**src/sv/bha_pkg.sv**
```systemverilog
// ----------------------------------------------------------------------------
// Block heap allocator package
// Shared types and constants for the block heap allocator and its
// shared multiply unit.
// ----------------------------------------------------------------------------
package bha_pkg;

  // Default geometry of the heap
  localparam int HeapBytesDef  = 512;
  localparam int BlockBytesDef = 16;

  // Handle encoding
  localparam logic [15:0] HandleBase = 16'h8000;
  localparam logic [15:0] OffsetMask = 16'h7FFF;
  localparam logic [15:0] HdrBytes   = 16'd2;

  // Requested action
  typedef enum logic [1:0] {
    ACT_ALLOC   = 2'd0,
    ACT_FREE    = 2'd1,
    ACT_REALLOC = 2'd2,
    ACT_QUERY   = 2'd3
  } action_e;

  // Operation of the shared multiply unit
  typedef enum logic {
    MUL_DIV_BLOCK   = 1'b0,  // floor(x / block size) by reciprocal
    MUL_TIMES_BLOCK = 1'b1   // x * block size
  } mul_op_e;

  typedef struct packed {
    action_e     action;
    logic [15:0] handle;
    logic [15:0] request_bytes;
  } in_item_t;

  typedef struct packed {
    logic [15:0] result_handle;
    logic [15:0] usable_bytes;
  } out_item_t;

endpackage

```
**src/sv/bha_mul_unit.sv**
```systemverilog
// ----------------------------------------------------------------------------
// Block heap allocator shared multiply unit
// One registered multiplier that either scales by the block size or divides
// by it through a rounded-up reciprocal. The result is registered for the next cycle.
// ----------------------------------------------------------------------------
module bha_mul_unit
  import bha_pkg::*;
#(
  parameter int HEAP_BYTES  = HeapBytesDef,
  parameter int BLOCK_BYTES = BlockBytesDef
) (
  input  logic                                                      clk_i,
  input  mul_op_e                                                   op_i,
  input  logic [$clog2((HEAP_BYTES / BLOCK_BYTES + 1) * BLOCK_BYTES)-1:0] opd_i,
  output logic [$clog2((HEAP_BYTES / BLOCK_BYTES + 1) * BLOCK_BYTES)-1:0] res_o
);

  localparam int NBLK   = HEAP_BYTES / BLOCK_BYTES;
  localparam int OpW    = $clog2((NBLK + 1) * BLOCK_BYTES);
  localparam int LogBlk = $clog2(BLOCK_BYTES);
  localparam int FacW   = OpW + 2;
  localparam int ProdW  = OpW + FacW;
  localparam int Shift  = OpW + LogBlk;
  // floor(2^Shift / block) + 1 gives an exact quotient for every operand
  localparam logic [FacW-1:0] Recip  = FacW'((1 << Shift) / BLOCK_BYTES + 1);
  localparam logic [FacW-1:0] BlkFac = FacW'(BLOCK_BYTES);

  logic [FacW-1:0]  fac;
  logic [ProdW-1:0] prod;
  logic [OpW-1:0]   res_q;

  // Select the factor and multiply
  always_comb begin
    unique case (op_i)
      MUL_DIV_BLOCK:   fac = Recip;
      MUL_TIMES_BLOCK: fac = BlkFac;
      default:         fac = BlkFac;
    endcase
    prod = ProdW'(opd_i) * ProdW'(fac);
  end

  // Register the scaled or shifted product
  always_ff @(posedge clk_i) begin
    unique case (op_i)
      MUL_DIV_BLOCK:   res_q <= OpW'(prod >> Shift);
      MUL_TIMES_BLOCK: res_q <= prod[OpW-1:0];
      default:         res_q <= prod[OpW-1:0];
    endcase
  end

  assign res_o = res_q;

endmodule

```
**src/sv/block_heap_allocator_unit.sv**
```systemverilog
// ----------------------------------------------------------------------------
// Block heap allocator
// First-fit allocator over a heap cut into fixed blocks: allocate, free,
// reallocate in place or anew, and usable size query.
// ----------------------------------------------------------------------------
// Usage:
//   One transaction on the input channel (in_valid_i/in_ready_o, in_data_i)
//   gives exactly one transaction on the output channel (out_valid_o/
//   out_ready_i, out_data_o). in_ready_o is high only while the sequencer
//   is idle; one request is worked at a time.
//   Every request first decodes the handle and sizes the request through
//   the shared multiplier (S_DIV_OFF, S_MUL_OFF, S_DIV_NEED, S_DISPATCH).
//   Allocate then walks the block table from the scan hint, one entry per
//   cycle, jumping over used runs. Free clears one table entry per cycle.
//   A growing reallocate does both. These rates come from the table's
//   single read and write port. After reset the run length table is swept
//   to zero with in_ready_o low. A result waits in the output register
//   while the receiver stalls; the sequencer holds in its final state until
//   that register is free, and then takes the next request.
// ----------------------------------------------------------------------------
module block_heap_allocator_unit
  import bha_pkg::*;
#(
  parameter int HEAP_BYTES  = HeapBytesDef,
  parameter int BLOCK_BYTES = BlockBytesDef
) (
  input  logic      clk_i,
  input  logic      rst_ni,
  input  logic      in_valid_i,
  output logic      in_ready_o,
  input  in_item_t  in_data_i,
  output logic      out_valid_o,
  input  logic      out_ready_i,
  output out_item_t out_data_o
);

  localparam int NBLK = HEAP_BYTES / BLOCK_BYTES;
  localparam int BW   = (NBLK > 1) ? $clog2(NBLK) : 1;   // block index
  localparam int LW   = $clog2(NBLK + 1);                // run length
  localparam int NW   = $clog2(NBLK + 2);                // block count
  localparam int PTW  = $clog2(2 * NBLK);                // scan pointer
  localparam int WW   = $clog2((HEAP_BYTES + 3) / 4 + 1);
  localparam int OpW  = $clog2((NBLK + 1) * BLOCK_BYTES);
  localparam logic [16:0] FitLimit = 17'((NBLK + 1) * BLOCK_BYTES);

  typedef enum logic [13:0] {
    S_CLEAR    = 14'h0001,
    S_IDLE     = 14'h0002,
    S_DIV_OFF  = 14'h0004,
    S_MUL_OFF  = 14'h0008,
    S_DIV_NEED = 14'h0010,
    S_DISPATCH = 14'h0020,
    S_SCAN     = 14'h0040,
    S_HANDLE   = 14'h0080,
    S_HANDLE2  = 14'h0100,
    S_RE_LEN   = 14'h0200,
    S_FREE_LEN = 14'h0400,
    S_FREE_CLR = 14'h0800,
    S_QUERY    = 14'h1000,
    S_DONE     = 14'h2000
  } state_e;

  // Control state
  state_e         state_q, state_d;
  logic [BW-1:0]  wptr_q, wptr_d;
  logic [NW-1:0]  cnt_q, cnt_d;
  logic [BW-1:0]  hint_q, hint_d;
  logic [PTW-1:0] ptr_q, ptr_d;
  logic           grow_q, grow_d;
  logic           out_valid_q, out_valid_d;

  // Payload state
  in_item_t       in_q, in_d;
  logic [BW-1:0]  blk_q, blk_d;
  logic           blk_ok_q, blk_ok_d;
  logic [NW-1:0]  need_q, need_d;
  logic [BW-1:0]  start_q, start_d;
  logic [15:0]    res_hdl_q, res_hdl_d;
  logic [15:0]    usable_q, usable_d;
  out_item_t      out_q, out_d;

  // Block table memories
  logic [LW-1:0]  rl_mem [NBLK];
  logic [WW-1:0]  rw_mem [NBLK];
  logic           rl_we, rw_we;
  logic [BW-1:0]  rl_waddr, rw_waddr, rl_raddr;
  logic [LW-1:0]  rl_wdata, rl_rdata_q;
  logic [WW-1:0]  rw_wdata, rw_rdata_q;

  // Shared multiplier
  mul_op_e        mul_op;
  logic [OpW-1:0] mul_opd, mul_res;

  // Decoded request
  logic [15:0]    off16;
  logic           off_in_range;
  logic [16:0]    numer;
  logic           need_fit;
  logic [16:0]    words_sum;
  logic [WW-1:0]  words;
  logic [15:0]    keep_hdl;

  // Scan, free and shrink helpers
  logic [PTW-1:0] len_ext, nxt, fend, tail_lo, tail_hi, blk_end;
  logic [NW-1:0]  cnt_inc;
  logic [BW-1:0]  scan_start;

  bha_mul_unit #(
    .HEAP_BYTES  (HEAP_BYTES),
    .BLOCK_BYTES (BLOCK_BYTES)
  ) u_mul (
    .clk_i (clk_i),
    .op_i  (mul_op),
    .opd_i (mul_opd),
    .res_o (mul_res)
  );

  // Decode handle offset and request sizes
  always_comb begin
    off16        = (in_q.handle & OffsetMask) - HdrBytes;
    off_in_range = off16 < 16'(HEAP_BYTES);
    numer        = 17'(in_q.request_bytes) + 17'(BLOCK_BYTES + 1);
    need_fit     = numer < FitLimit;
    words_sum    = 17'(in_q.request_bytes) + 17'd5;
    words        = WW'(words_sum[16:2]);
    keep_hdl     = HandleBase + off16 + HdrBytes;
  end

  // Sequencer
  always_comb begin
    state_d     = state_q;
    wptr_d      = wptr_q;
    cnt_d       = cnt_q;
    hint_d      = hint_q;
    ptr_d       = ptr_q;
    grow_d      = grow_q;
    out_valid_d = out_valid_q;
    in_d        = in_q;
    blk_d       = blk_q;
    blk_ok_d    = blk_ok_q;
    need_d      = need_q;
    start_d     = start_q;
    res_hdl_d   = res_hdl_q;
    usable_d    = usable_q;
    out_d       = out_q;

    rl_we    = 1'b0;
    rl_waddr = wptr_q;
    rl_wdata = '0;
    rl_raddr = blk_q;
    rw_we    = 1'b0;
    rw_waddr = start_q;
    rw_wdata = words;
    mul_op   = MUL_DIV_BLOCK;
    mul_opd  = '0;

    len_ext    = PTW'(rl_rdata_q);
    nxt        = ptr_q + PTW'(1);
    cnt_inc    = cnt_q + NW'(1);
    scan_start = (cnt_q == '0) ? ptr_q[BW-1:0] : start_q;
    blk_end    = PTW'(blk_q) + len_ext;
    fend       = blk_end;
    tail_lo    = PTW'(blk_q) + PTW'(need_q);
    tail_hi    = (blk_end > PTW'(NBLK)) ? PTW'(NBLK) : blk_end;

    // Drop the output transaction once taken
    if (out_valid_q && out_ready_i) begin
      out_valid_d = 1'b0;
    end

    unique case (state_q)
      S_CLEAR: begin
        rl_we  = 1'b1;
        wptr_d = wptr_q + BW'(1);
        if (wptr_q == BW'(NBLK - 1)) begin
          state_d = S_IDLE;
        end
      end

      S_IDLE: begin
        if (in_valid_i) begin
          in_d      = in_data_i;
          res_hdl_d = '0;
          usable_d  = '0;
          state_d   = S_DIV_OFF;
        end
      end

      // Block index of the handle offset
      S_DIV_OFF: begin
        mul_op  = MUL_DIV_BLOCK;
        mul_opd = off16[OpW-1:0];
        state_d = S_MUL_OFF;
      end

      // Scale back to check for a block start
      S_MUL_OFF: begin
        blk_d   = mul_res[BW-1:0];
        mul_op  = MUL_TIMES_BLOCK;
        mul_opd = mul_res;
        state_d = S_DIV_NEED;
      end

      // Blocks needed by the request
      S_DIV_NEED: begin
        blk_ok_d = off_in_range && (mul_res == off16[OpW-1:0]);
        mul_op   = MUL_DIV_BLOCK;
        mul_opd  = numer[OpW-1:0];
        state_d  = S_DISPATCH;
      end

      S_DISPATCH: begin
        need_d = need_fit ? NW'(mul_res) : NW'(NBLK + 1);
        unique case (in_q.action)
          ACT_ALLOC: begin
            rl_raddr = hint_q;
            ptr_d    = PTW'(hint_q);
            cnt_d    = '0;
            grow_d   = 1'b0;
            state_d  = S_SCAN;
          end
          ACT_FREE: begin
            state_d = blk_ok_q ? S_FREE_LEN : S_DONE;
          end
          ACT_REALLOC: begin
            state_d = blk_ok_q ? S_RE_LEN : S_DONE;
          end
          ACT_QUERY: begin
            state_d = blk_ok_q ? S_QUERY : S_DONE;
          end
          default: begin
            state_d = S_DONE;
          end
        endcase
      end

      // First-fit walk, one table entry per cycle
      S_SCAN: begin
        if (rl_rdata_q == '0) begin
          if (cnt_inc == need_q) begin
            rl_we    = 1'b1;
            rl_waddr = scan_start;
            rl_wdata = LW'(need_q);
            rw_we    = 1'b1;
            rw_waddr = scan_start;
            hint_d   = scan_start;
            start_d  = scan_start;
            state_d  = S_HANDLE;
          end else begin
            cnt_d   = cnt_inc;
            start_d = scan_start;
          end
        end else begin
          cnt_d = '0;
          nxt   = ptr_q + len_ext;
        end
        if (state_d == S_SCAN) begin
          if (nxt >= PTW'(NBLK)) begin
            state_d = S_DONE;
          end else begin
            rl_raddr = nxt[BW-1:0];
            ptr_d    = nxt;
          end
        end
      end

      S_HANDLE: begin
        mul_op  = MUL_TIMES_BLOCK;
        mul_opd = OpW'(start_q);
        state_d = S_HANDLE2;
      end

      // Form the new handle, then release the old run on a move
      S_HANDLE2: begin
        res_hdl_d = HandleBase + 16'(mul_res) + HdrBytes;
        if (grow_q) begin
          rl_raddr = blk_q;
          state_d  = S_FREE_LEN;
        end else begin
          state_d = S_DONE;
        end
      end

      S_RE_LEN: begin
        if (NW'(rl_rdata_q) == need_q) begin
          res_hdl_d = keep_hdl;
          state_d   = S_DONE;
        end else if (need_q < NW'(rl_rdata_q)) begin
          // Shrink in place and clear the tail
          rl_we     = 1'b1;
          rl_waddr  = blk_q;
          rl_wdata  = LW'(need_q);
          rw_we     = 1'b1;
          rw_waddr  = blk_q;
          res_hdl_d = keep_hdl;
          if (tail_hi > tail_lo) begin
            wptr_d  = tail_lo[BW-1:0];
            cnt_d   = NW'(tail_hi - tail_lo);
            state_d = S_FREE_CLR;
          end else begin
            state_d = S_DONE;
          end
        end else begin
          rl_raddr = hint_q;
          ptr_d    = PTW'(hint_q);
          cnt_d    = '0;
          grow_d   = 1'b1;
          state_d  = S_SCAN;
        end
      end

      S_FREE_LEN: begin
        if (fend <= PTW'(NBLK)) begin
          if (blk_q < hint_q) begin
            hint_d = blk_q;
          end
          if (rl_rdata_q != '0) begin
            wptr_d  = blk_q;
            cnt_d   = NW'(rl_rdata_q);
            state_d = S_FREE_CLR;
          end else begin
            state_d = S_DONE;
          end
        end else begin
          state_d = S_DONE;
        end
      end

      S_FREE_CLR: begin
        rl_we  = 1'b1;
        wptr_d = wptr_q + BW'(1);
        cnt_d  = cnt_q - NW'(1);
        if (cnt_q == NW'(1)) begin
          state_d = S_DONE;
        end
      end

      S_QUERY: begin
        usable_d = (16'(rw_rdata_q) << 2) - HdrBytes;
        state_d  = S_DONE;
      end

      // Hold until the output register is free
      S_DONE: begin
        if (!out_valid_q || out_ready_i) begin
          out_d.result_handle = res_hdl_q;
          out_d.usable_bytes  = usable_q;
          out_valid_d         = 1'b1;
          state_d             = S_IDLE;
        end
      end

      default: begin
        state_d = S_IDLE;
      end
    endcase
  end

  // Control registers
  always_ff @(posedge clk_i or negedge rst_ni) begin
    if (!rst_ni) begin
      state_q     <= S_CLEAR;
      wptr_q      <= '0;
      cnt_q       <= '0;
      hint_q      <= '0;
      ptr_q       <= '0;
      grow_q      <= 1'b0;
      out_valid_q <= 1'b0;
    end else begin
      state_q     <= state_d;
      wptr_q      <= wptr_d;
      cnt_q       <= cnt_d;
      hint_q      <= hint_d;
      ptr_q       <= ptr_d;
      grow_q      <= grow_d;
      out_valid_q <= out_valid_d;
    end
  end

  // Payload registers
  always_ff @(posedge clk_i) begin
    in_q      <= in_d;
    blk_q     <= blk_d;
    blk_ok_q  <= blk_ok_d;
    need_q    <= need_d;
    start_q   <= start_d;
    res_hdl_q <= res_hdl_d;
    usable_q  <= usable_d;
    out_q     <= out_d;
  end

  // Run length table
  always_ff @(posedge clk_i) begin
    if (rl_we) begin
      rl_mem[rl_waddr] <= rl_wdata;
    end
    rl_rdata_q <= rl_mem[rl_raddr];
  end

  // Word count table
  always_ff @(posedge clk_i) begin
    if (rw_we) begin
      rw_mem[rw_waddr] <= rw_wdata;
    end
    rw_rdata_q <= rw_mem[blk_q];
  end

  assign in_ready_o  = (state_q == S_IDLE);
  assign out_valid_o = out_valid_q;
  assign out_data_o  = out_q;

endmodule

```
**config.mk**
```make
export PLATFORM = sky130hd
export DESIGN_NAME = block_heap_allocator_unit
export DESIGN_NICKNAME = d
export VERILOG_FILES = /design/src/sv/bha_pkg.sv /design/src/sv/bha_mul_unit.sv /design/src/sv/block_heap_allocator_unit.sv
export SDC_FILE = /design/constraint.sdc
export NUM_CORES = 1
export LEC_CHECK = 0
export ABC_CLOCK_PERIOD_IN_PS = 6600
export BUFFER_PORTS_ARGS = -buffer_cell sky130_fd_sc_hd__buf_2
export CORE_ASPECT_RATIO = 0.75
export CORE_UTILIZATION = 41
export CTS_BUF_LIST = sky130_fd_sc_hd__clkbuf_4
export DETAILED_ROUTE_END_ITERATION = 6
export GPL_TIMING_DRIVEN = 1
export SETUP_SLACK_MARGIN = 0.4
export SLEW_MARGIN = 5
export SYNTH_ARGS = -nofsm -noshare
export SYNTH_HDL_FRONTEND = slang
export SYNTH_SLANG_ARGS = --single-unit
```
**constraint.sdc**
```tcl
create_clock -name clk_i -period 6.6 [get_ports clk_i]
set_input_delay 0.66 -clock clk_i [delete_from_list [all_inputs] [get_ports clk_i]]
set_output_delay 0.66 -clock clk_i [all_outputs]
set_load 0.01 [all_outputs]
```
### Word-level counts from Yosys, hierarchy flattened

Memory sizes are Yosys's and may differ from the RTL's. A register that Yosys moved wholly into a read port is not among the register bits.
Index checks and enable logic that the tools add are counted.

* magnitude comparators: 8
* bitwise operators: 1
* reductions and logical operators: 28
* muxes and demuxes: 97
* shifts and indexed selects: 0
* equal/unequal tests: 42
* div/mod/pow operators: 0
* $mul: 1
* add/sub/neg operators: 16

Operators by type and width (count)
* 2-to-1 mux 14 bit: 18
* one-hot mux 14 bit (14 select lines): 1
* 2-to-1 mux 6 bit: 20
* 2-to-1 mux 5 bit: 23
* one-hot mux 14 bit (4 select lines): 1
* 2-to-1 mux 16 bit: 3
* one-hot mux 16 bit (3 select lines): 1
* one-hot mux 10 bit (4 select lines): 1
* adder 16 x 2 -> 16 bit, second input constant: 2
* inequality test 2 bit, second input constant: 16
* one-hot mux 16 bit (2 select lines): 1
* one-hot mux 5 bit (2 select lines): 3
* one-hot mux 5 bit (3 select lines): 2
* one-hot mux 6 bit (5 select lines): 1
* equality test 14 x 7 -> 1 bit, second input constant: 2
* one-hot mux 12 bit (2 select lines): 1
* multiplier 10 x 12 -> 22 bit: 1
* one-hot mux 10 bit (2 select lines): 1
* one-hot mux 6 bit (3 select lines): 1
* adder 16 x 5 -> 17 bit, second input constant: 1
* less-than comparator 17 x 10 -> 1 bit, second input constant: 1
* adder 16 x 10 -> 16 bit, first input constant: 1
* adder 16 bit, first input constant: 1
* less-than comparator 16 x 10 -> 1 bit, second input constant: 1
* 56 further kinds: 89

* memories: 2
* output and inout bits: 34
* input port bits: 38
* ROM bits: 0
* latch bits: 0
* bits in writable memories: 448
* bits in registers: 162

Memories
* rw_mem: words 32, bits a word 8, read ports 1, clocked after Yosys merged registers in 1, write ports 1, RTL line block_heap_allocator_unit.sv:84 `logic [WW-1:0] rw_mem [NBLK];`
* rl_mem: words 32, bits a word 6, read ports 1, clocked after Yosys merged registers in 1, write ports 1, RTL line block_heap_allocator_unit.sv:83 `logic [LW-1:0] rl_mem [NBLK];`

### Depth between registers and ports, before layout

* depth after elaboration: 8
* gate-level depth with buffers: 22

### Cells and area by module

A second synthesis with hierarchy kept.

* cell total of the unflattened synthesis: 2024
* area, all modules: 27948.1 sq um

By module, submodules not included
* block_heap_allocator_unit: instances 1, area an instance 26817.0 sq um, cells each 1893
* bha_mul_unit: instances 1, area an instance 1131.1 sq um, cells each 131

### Worst setup path before layout

No wires, ideal clock.

* kind: register -> register
* from: register state_q[7]
* to: register u_mul.res_q[5] (netlist: u_mul.res_o[5])
* cell stages (with the launch flop): 21
* library setup time: 0.074 ns
* arrival time: 5.207 ns
* setup slack: 1.319 ns
* data required time: 6.526 ns
* path through: dfrtp_1 -> or4_4 -> nor3_1 -> nand2_1 -> nor3b_1 -> clkbuf_1 -> a221oi_1 -> nor2_1 -> ha_1 -> ha_1 -> ha_1 -> ha_1 -> a31o_2 -> a21o_1 -> a21o_1 -> a21oi_1 -> nor2b_1 -> o41ai_1 -> o21ai_0 -> and3_1 -> o21ai_0

* word-level cells in the longest chain between the ends: 7
* elaborated cells between the ends (all ways): 11
* those cells by class: mul: 1; eq/ne: 4; mux: 4; bitwise: 1; reduce/logical: 1

Ends and longest elaborated chain
* start, declared: RTL line block_heap_allocator_unit.sv:64 `state_e state_q, state_d;`
* start signal, assigned: RTL line block_heap_allocator_unit.sv:370 `state_q <= state_d;`
* equality test 14 x 8 -> 1 bit or equality test 14 x 4 -> 1 bit (tied branches): RTL line block_heap_allocator_unit.sv:171 `unique case (state_q)`
* OR reduction 2 bit (no line)
* 2-to-1 mux 1 bit: RTL line block_heap_allocator_unit.sv:171
* inverter 1 bit: RTL line bha_mul_unit.sv:34, bha_mul_unit.sv:44
* one-hot mux 12 bit (2 select lines): RTL line bha_mul_unit.sv:34 `unique case (op_i)`
* multiplier 10 x 12 -> 22 bit: RTL line bha_mul_unit.sv:39 `prod = ProdW'(opd_i) * ProdW'(fac);`
* one-hot mux 10 bit (2 select lines) *: RTL line bha_mul_unit.sv:44 `unique case (op_i)`
* end signal, assigned: RTL line bha_mul_unit.sv:45 `MUL_DIV_BLOCK: res_q <= OpW'(prod >> Shift);`
* end signal, assigned: RTL line bha_mul_unit.sv:46 `MUL_TIMES_BLOCK: res_q <= prod[OpW-1:0];`
* end signal, assigned: RTL line bha_mul_unit.sv:47 `default: res_q <= prod[OpW-1:0];`
* end, declared: RTL line bha_mul_unit.sv:30 `logic [OpW-1:0] res_q;`

Mark *: on every way between the ends. The rest lies on a longest branch, timed or not. The select of a mux whose other input is x is not followed.
A chain may end at the register's enable or synchronous reset.

### Worst setup path in the final report

* from: register in_q[17] in the netlist's numbering
* to: register u_mul.res_q[4] (netlist: u_mul.res_o[4])

* word-level cells in the longest chain between the ends: 4

Ends and longest elaborated chain
* start, declared: RTL line block_heap_allocator_unit.sv:73 `in_item_t in_q, in_d;`
* start signal, assigned: RTL line block_heap_allocator_unit.sv:382 `in_q <= in_d;`
* subtractor 15 x 2 -> 16 bit: RTL line block_heap_allocator_unit.sv:120 `off16 = (in_q.handle & OffsetMask) - HdrBytes;`
* one-hot mux 10 bit (4 select lines): RTL line block_heap_allocator_unit.sv:171
* multiplier 10 x 12 -> 22 bit: RTL line bha_mul_unit.sv:39
* one-hot mux 10 bit (2 select lines): RTL line bha_mul_unit.sv:44

No other way between the ends.

==> impl_metrics.py <==
metrics = {
    "yosys": {
        "yosys_warnings": 0,
        "synthCells": 2020,
        "synth_edf_count": 550,
        "synth-seq-cells": 612,
        "yosysMostFrequentCell": "edfxtp_1",
        "ys_types": 91,
        "async_flop_share": 0.06209,
        "synth_common_cells": "550 x edfxtp_1, 169 x nor2_1, 132 x o21ai_0, 111 x nand2_1, 83 x clkbuf_1",
        "yosys.area.top_type": "edfxtp_1",
        "ys_top_cells_by_area": "edfxtp_1 58%, mux4_2 6.4%, dfrtp_1 3.3%, ha_1 3.3%, o21ai_0 2.3%",
        "synth_top_area_share": 0.5848,
        "synthFlopType": "edfxtp_1",
        "seq_area_frac_synth": 0.6356,
        "syn_area_per_cell_um2": 13.98,
        "synth_area_um2": 28240,
    },
    "cells_and_area": {
        "nFillCells": 5947,
        "final_net_count": 2318,
        "layout-drive-gt1-share": 0.2037,
        "area_delta_synth_final_pct": 13.04,
        "regArea_um2": 17950,
        "multi_input_area_um2": 9787,
    },
    "clock_network": {
        "cts_tree": "yes",
        "clock_latency_ns": 1.01,
        "htree_num_levels": 4,
        "clockRootBuffer": "clkbuf_4",
        "clk_pin_slew_ns": 0.07,
        "post_cts_buffers": 0,
        "cts_buffers": 150,
        "cts.sinks": 612,
        "cts_buffer_depth": 3,
    },
    "timing": {
        "tightest_slew_ns": 1.092,
        "setup_viol": 0,
        "post-route-min-period_ns": 5.728,
        "max-slew-margin-rel": 0.2717,
        "fin_crit_sh": 0.8679,
        "hold_viol": 0,
        "finalSetupTns_ns": 0,
        "rsz0062_at_grt": "false",
        "fmax_mhz": 174.6,
        "slew_viol_final": 0,
        "fin_skew_ns": 0.07406,
    },
    "grt": {
        "grt_first_pass_wirelength_um": 111900,
        "antenna_found_initial": 1,
        "grt_max_degree": 97,
        "grt_pass1_vias": 18640,
        "overflow": 0,
        "grt_use_total": 0.2123,
    },
    "floorplan": {
        "fp.coreArea_um2": 67410,
        "rows": 82,
        "die_y_um": 229.3,
        "start_util": 0.4189,
        "die_w_um": 305.0,
        "boundaryPins": 72,
        "die_area_um2": 69940,
    },
    "power": {
        "p_leak_nw": 10.72,
        "power_frac_clock": 0.333,
        "peakVddDrop_mv": 0.1885,
        "internal_power_mw": 6.773,
        "switchingPower_mw": 2.713,
        "power.density_nw_per_um2": 297.2,
        "power_frac_comb": 0.167,
        "p_sw_frac": 0.2860,
        "fin_total_pwr_mw": 9.486,
        "seqPwrFrac": 0.500,
    },
    "worst_setup_path": {
        "crit_required_ns": 7.50,
        "r2r_start": "in_q[17]$_DFFE_PP_",
        "arrival_ns": 6.62,
        "timing.rr.end": "u_mul.res_o[4]$_DFF_P_",
        "worstSetupStartpointType": "register",
        "path_max_fanout": 5,
        "endpoint_kind": "register",
        "criticalPathCategory": "reg2reg",
        "r2r_setup_slack_ns": 0.87,
        "reg2reg_depth": 21,
    },
    "route": {
        "drt-total-wl_um": 73830,
        "vias": 18760,
        "routedWlPerCell_um": 23.19,
        "vias_per_cell": 5.892,
        "drt-pass1-iter-count": 7,
        "drt_iter0_drc": 2031,
        "drtAntennaViolNets": 0,
        "drc": 3,
    },
    "placed_design": {
        "routabilityCongestion": 0.8924,
        "dp_hpwl_um": 48550,
        "port_buffers": 69,
    },
    "hold_path": {
        "hp-class": "in2async",
    },
    "job": {
        "cap_viol_max_count": 0,
    },
    "outcome": {
        "violations": "DRC",
        "run_status": "finished with violations",
    },
}
-- metal layers --
metal / vias up / wire length [µm] / track usage
li1: 8409 / - / -
met1: 9321 / 32920 / 0.2994
met2: 893 / 32170 / 0.3060
met3: 132 / 7259 / 0.06857
met4: 0 / 1480 / 0.07623
met5: - / 0 / 0
-- through the flow --
| step | std cells | hold slack, ns | area [µm²] | worst slack (ns) | util |
|---|---|---|---|---|---|
| after global placement | 2896 | 0.4045 | 29670 | 0.9155 | 0.4402 |
| after floorplan | 2024 | 0.3644 | 28250 | 1.319 | - |
| final | 3183 | 0.3657 | 31920 | 0.8717 | 0.4736 |
| after CTS | 3180 | 0.2463 | 31900 | 0.7474 | 0.4733 |
| after detailed placement | 2896 | 0.4054 | 29670 | 0.7954 | 0.4402 |
| after global routing | 3181 | 0.3132 | 31920 | 0.5719 | 0.4735 |
-- worst max path at each step --
stage               slack, ns                endpoint              startpoint  depth (start not counted)
finish                   0.87  u_mul.res_o[4]$_DFF_P_      in_q[17]$_DFFE_PP_                         21
global placement         0.92  u_mul.res_o[5]$_DFF_P_      in_q[17]$_DFFE_PP_                         21
global route             0.57  u_mul.res_o[4]$_DFF_P_      in_q[17]$_DFFE_PP_                         21
floorplan                1.32  u_mul.res_o[5]$_DFF_P_  state_q[7]$_DFFE_PN0P_                         20
detailed placement       0.80  u_mul.res_o[5]$_DFF_P_      in_q[17]$_DFFE_PP_                         21
CTS                      0.75  u_mul.res_o[5]$_DFF_P_      in_q[17]$_DFFE_PP_                         21
-- registers in the layout (all words and copies together) (netlist names) --
name	flops
out_data_o	26
rw_mem	256
hint_q	5
res_hdl_q	16
grow_q	1
ptr_q	6
len_ext	6
state_q	14
cnt_q	6
blk_q	5
in_q	33
rl_mem	192
usable_q	10
need_q	6
rw_rdata_q	8
wptr_q	5
blk_ok_q	1
u_mul.res_o	10
start_q	5
out_valid_o	1
-- layout make-up --
type | instances | area share
Sequential cell | 612 | 0.5623
Clock buffer | 208 | 0.04892
Tap cell | 882 | 0.03457
Multi-Input combinational cell | 1240 | 0.3066
Antenna cell | 3 | 0.0002352
Timing Repair Buffer | 142 | 0.03120
Clock inverter | 40 | 0.009642
Inverter | 56 | 0.006585
-- worst max-delay path: stages, from the launching register on --
cell and delay, ns:
edfxtp_1 0.48, inv_1 0.22, ha_1 0.23, or4b_1 0.46
or3_1 0.38, nor2_1 0.13, xnor2_1 0.21, inv_1 0.18
a222oi_1 0.40, nor2_1 0.14, ha_1 0.32, ha_1 0.30
ha_1 0.30, ha_1 0.34, a21o_1 0.17, a21o_1 0.18
a211oi_1 0.30, o21ai_0 0.24, a31oi_1 0.30, nor2_1 0.09
xor2_1 0.15, o21ai_0 0.16
-- cell usage in the layout, fill, tap and decap left out, types with 16 or more instances in the layout --
cell,instances
nor3_1,32
o22ai_1,27
nand2_1,111
clkinv_1,24
o21ai_0,132
edfxtp_1,550
a21oi_1,46
a21o_1,21
a311oi_1,48
dfrtp_1,37
dfxtp_1,24
a32oi_1,25
buf_2,69
clkbuf_4,208
and3_1,17
ha_1,74
nor4_1,16
a22oi_1,25
xor2_1,44
xnor2_1,45
mux4_2,80
nand3_1,53
a32o_1,25
nor2_1,167
inv_1,53
buf_4,36
dlygate4sd3_1,36
-- power by group through the flow --
stage	clock network, mW	logic, mW	registers (mW)
finish	3.16	1.58	4.74
global route	3.44	1.72	4.76
CTS	3.26	1.57	4.74
detailed placement	0	1.55	4.82
global placement	0	1.50	4.81
floorplan	0	1.07	4.75
-- what timing repair did --
action | in CTS | in global routing
hold endpoints to repair | 74 | 0
resized for setup | 0 | 2
hold buffers | 36 | 0
setup endpoints to repair | 0 | 1
-- logic make-up (layout without fill, tap and decap cells) --
logic type / count (synthesis) / after routing / synth area share
compound gates: 455 / 455 / 0.1144
xor+xnor: 98 / 98 / 0.03093
fa+ha+maj: 78 / 78 / 0.03562
buf+inv: 172 / 446 / 0.02525
flops: 612 / 612 / 0.6356
mux: 90 / 90 / 0.06752
other cells: 1 / 8 / 0.0001328
simple gates: 514 / 514 / 0.09052
Note: power is estimated with default switching activity, not from simulation.
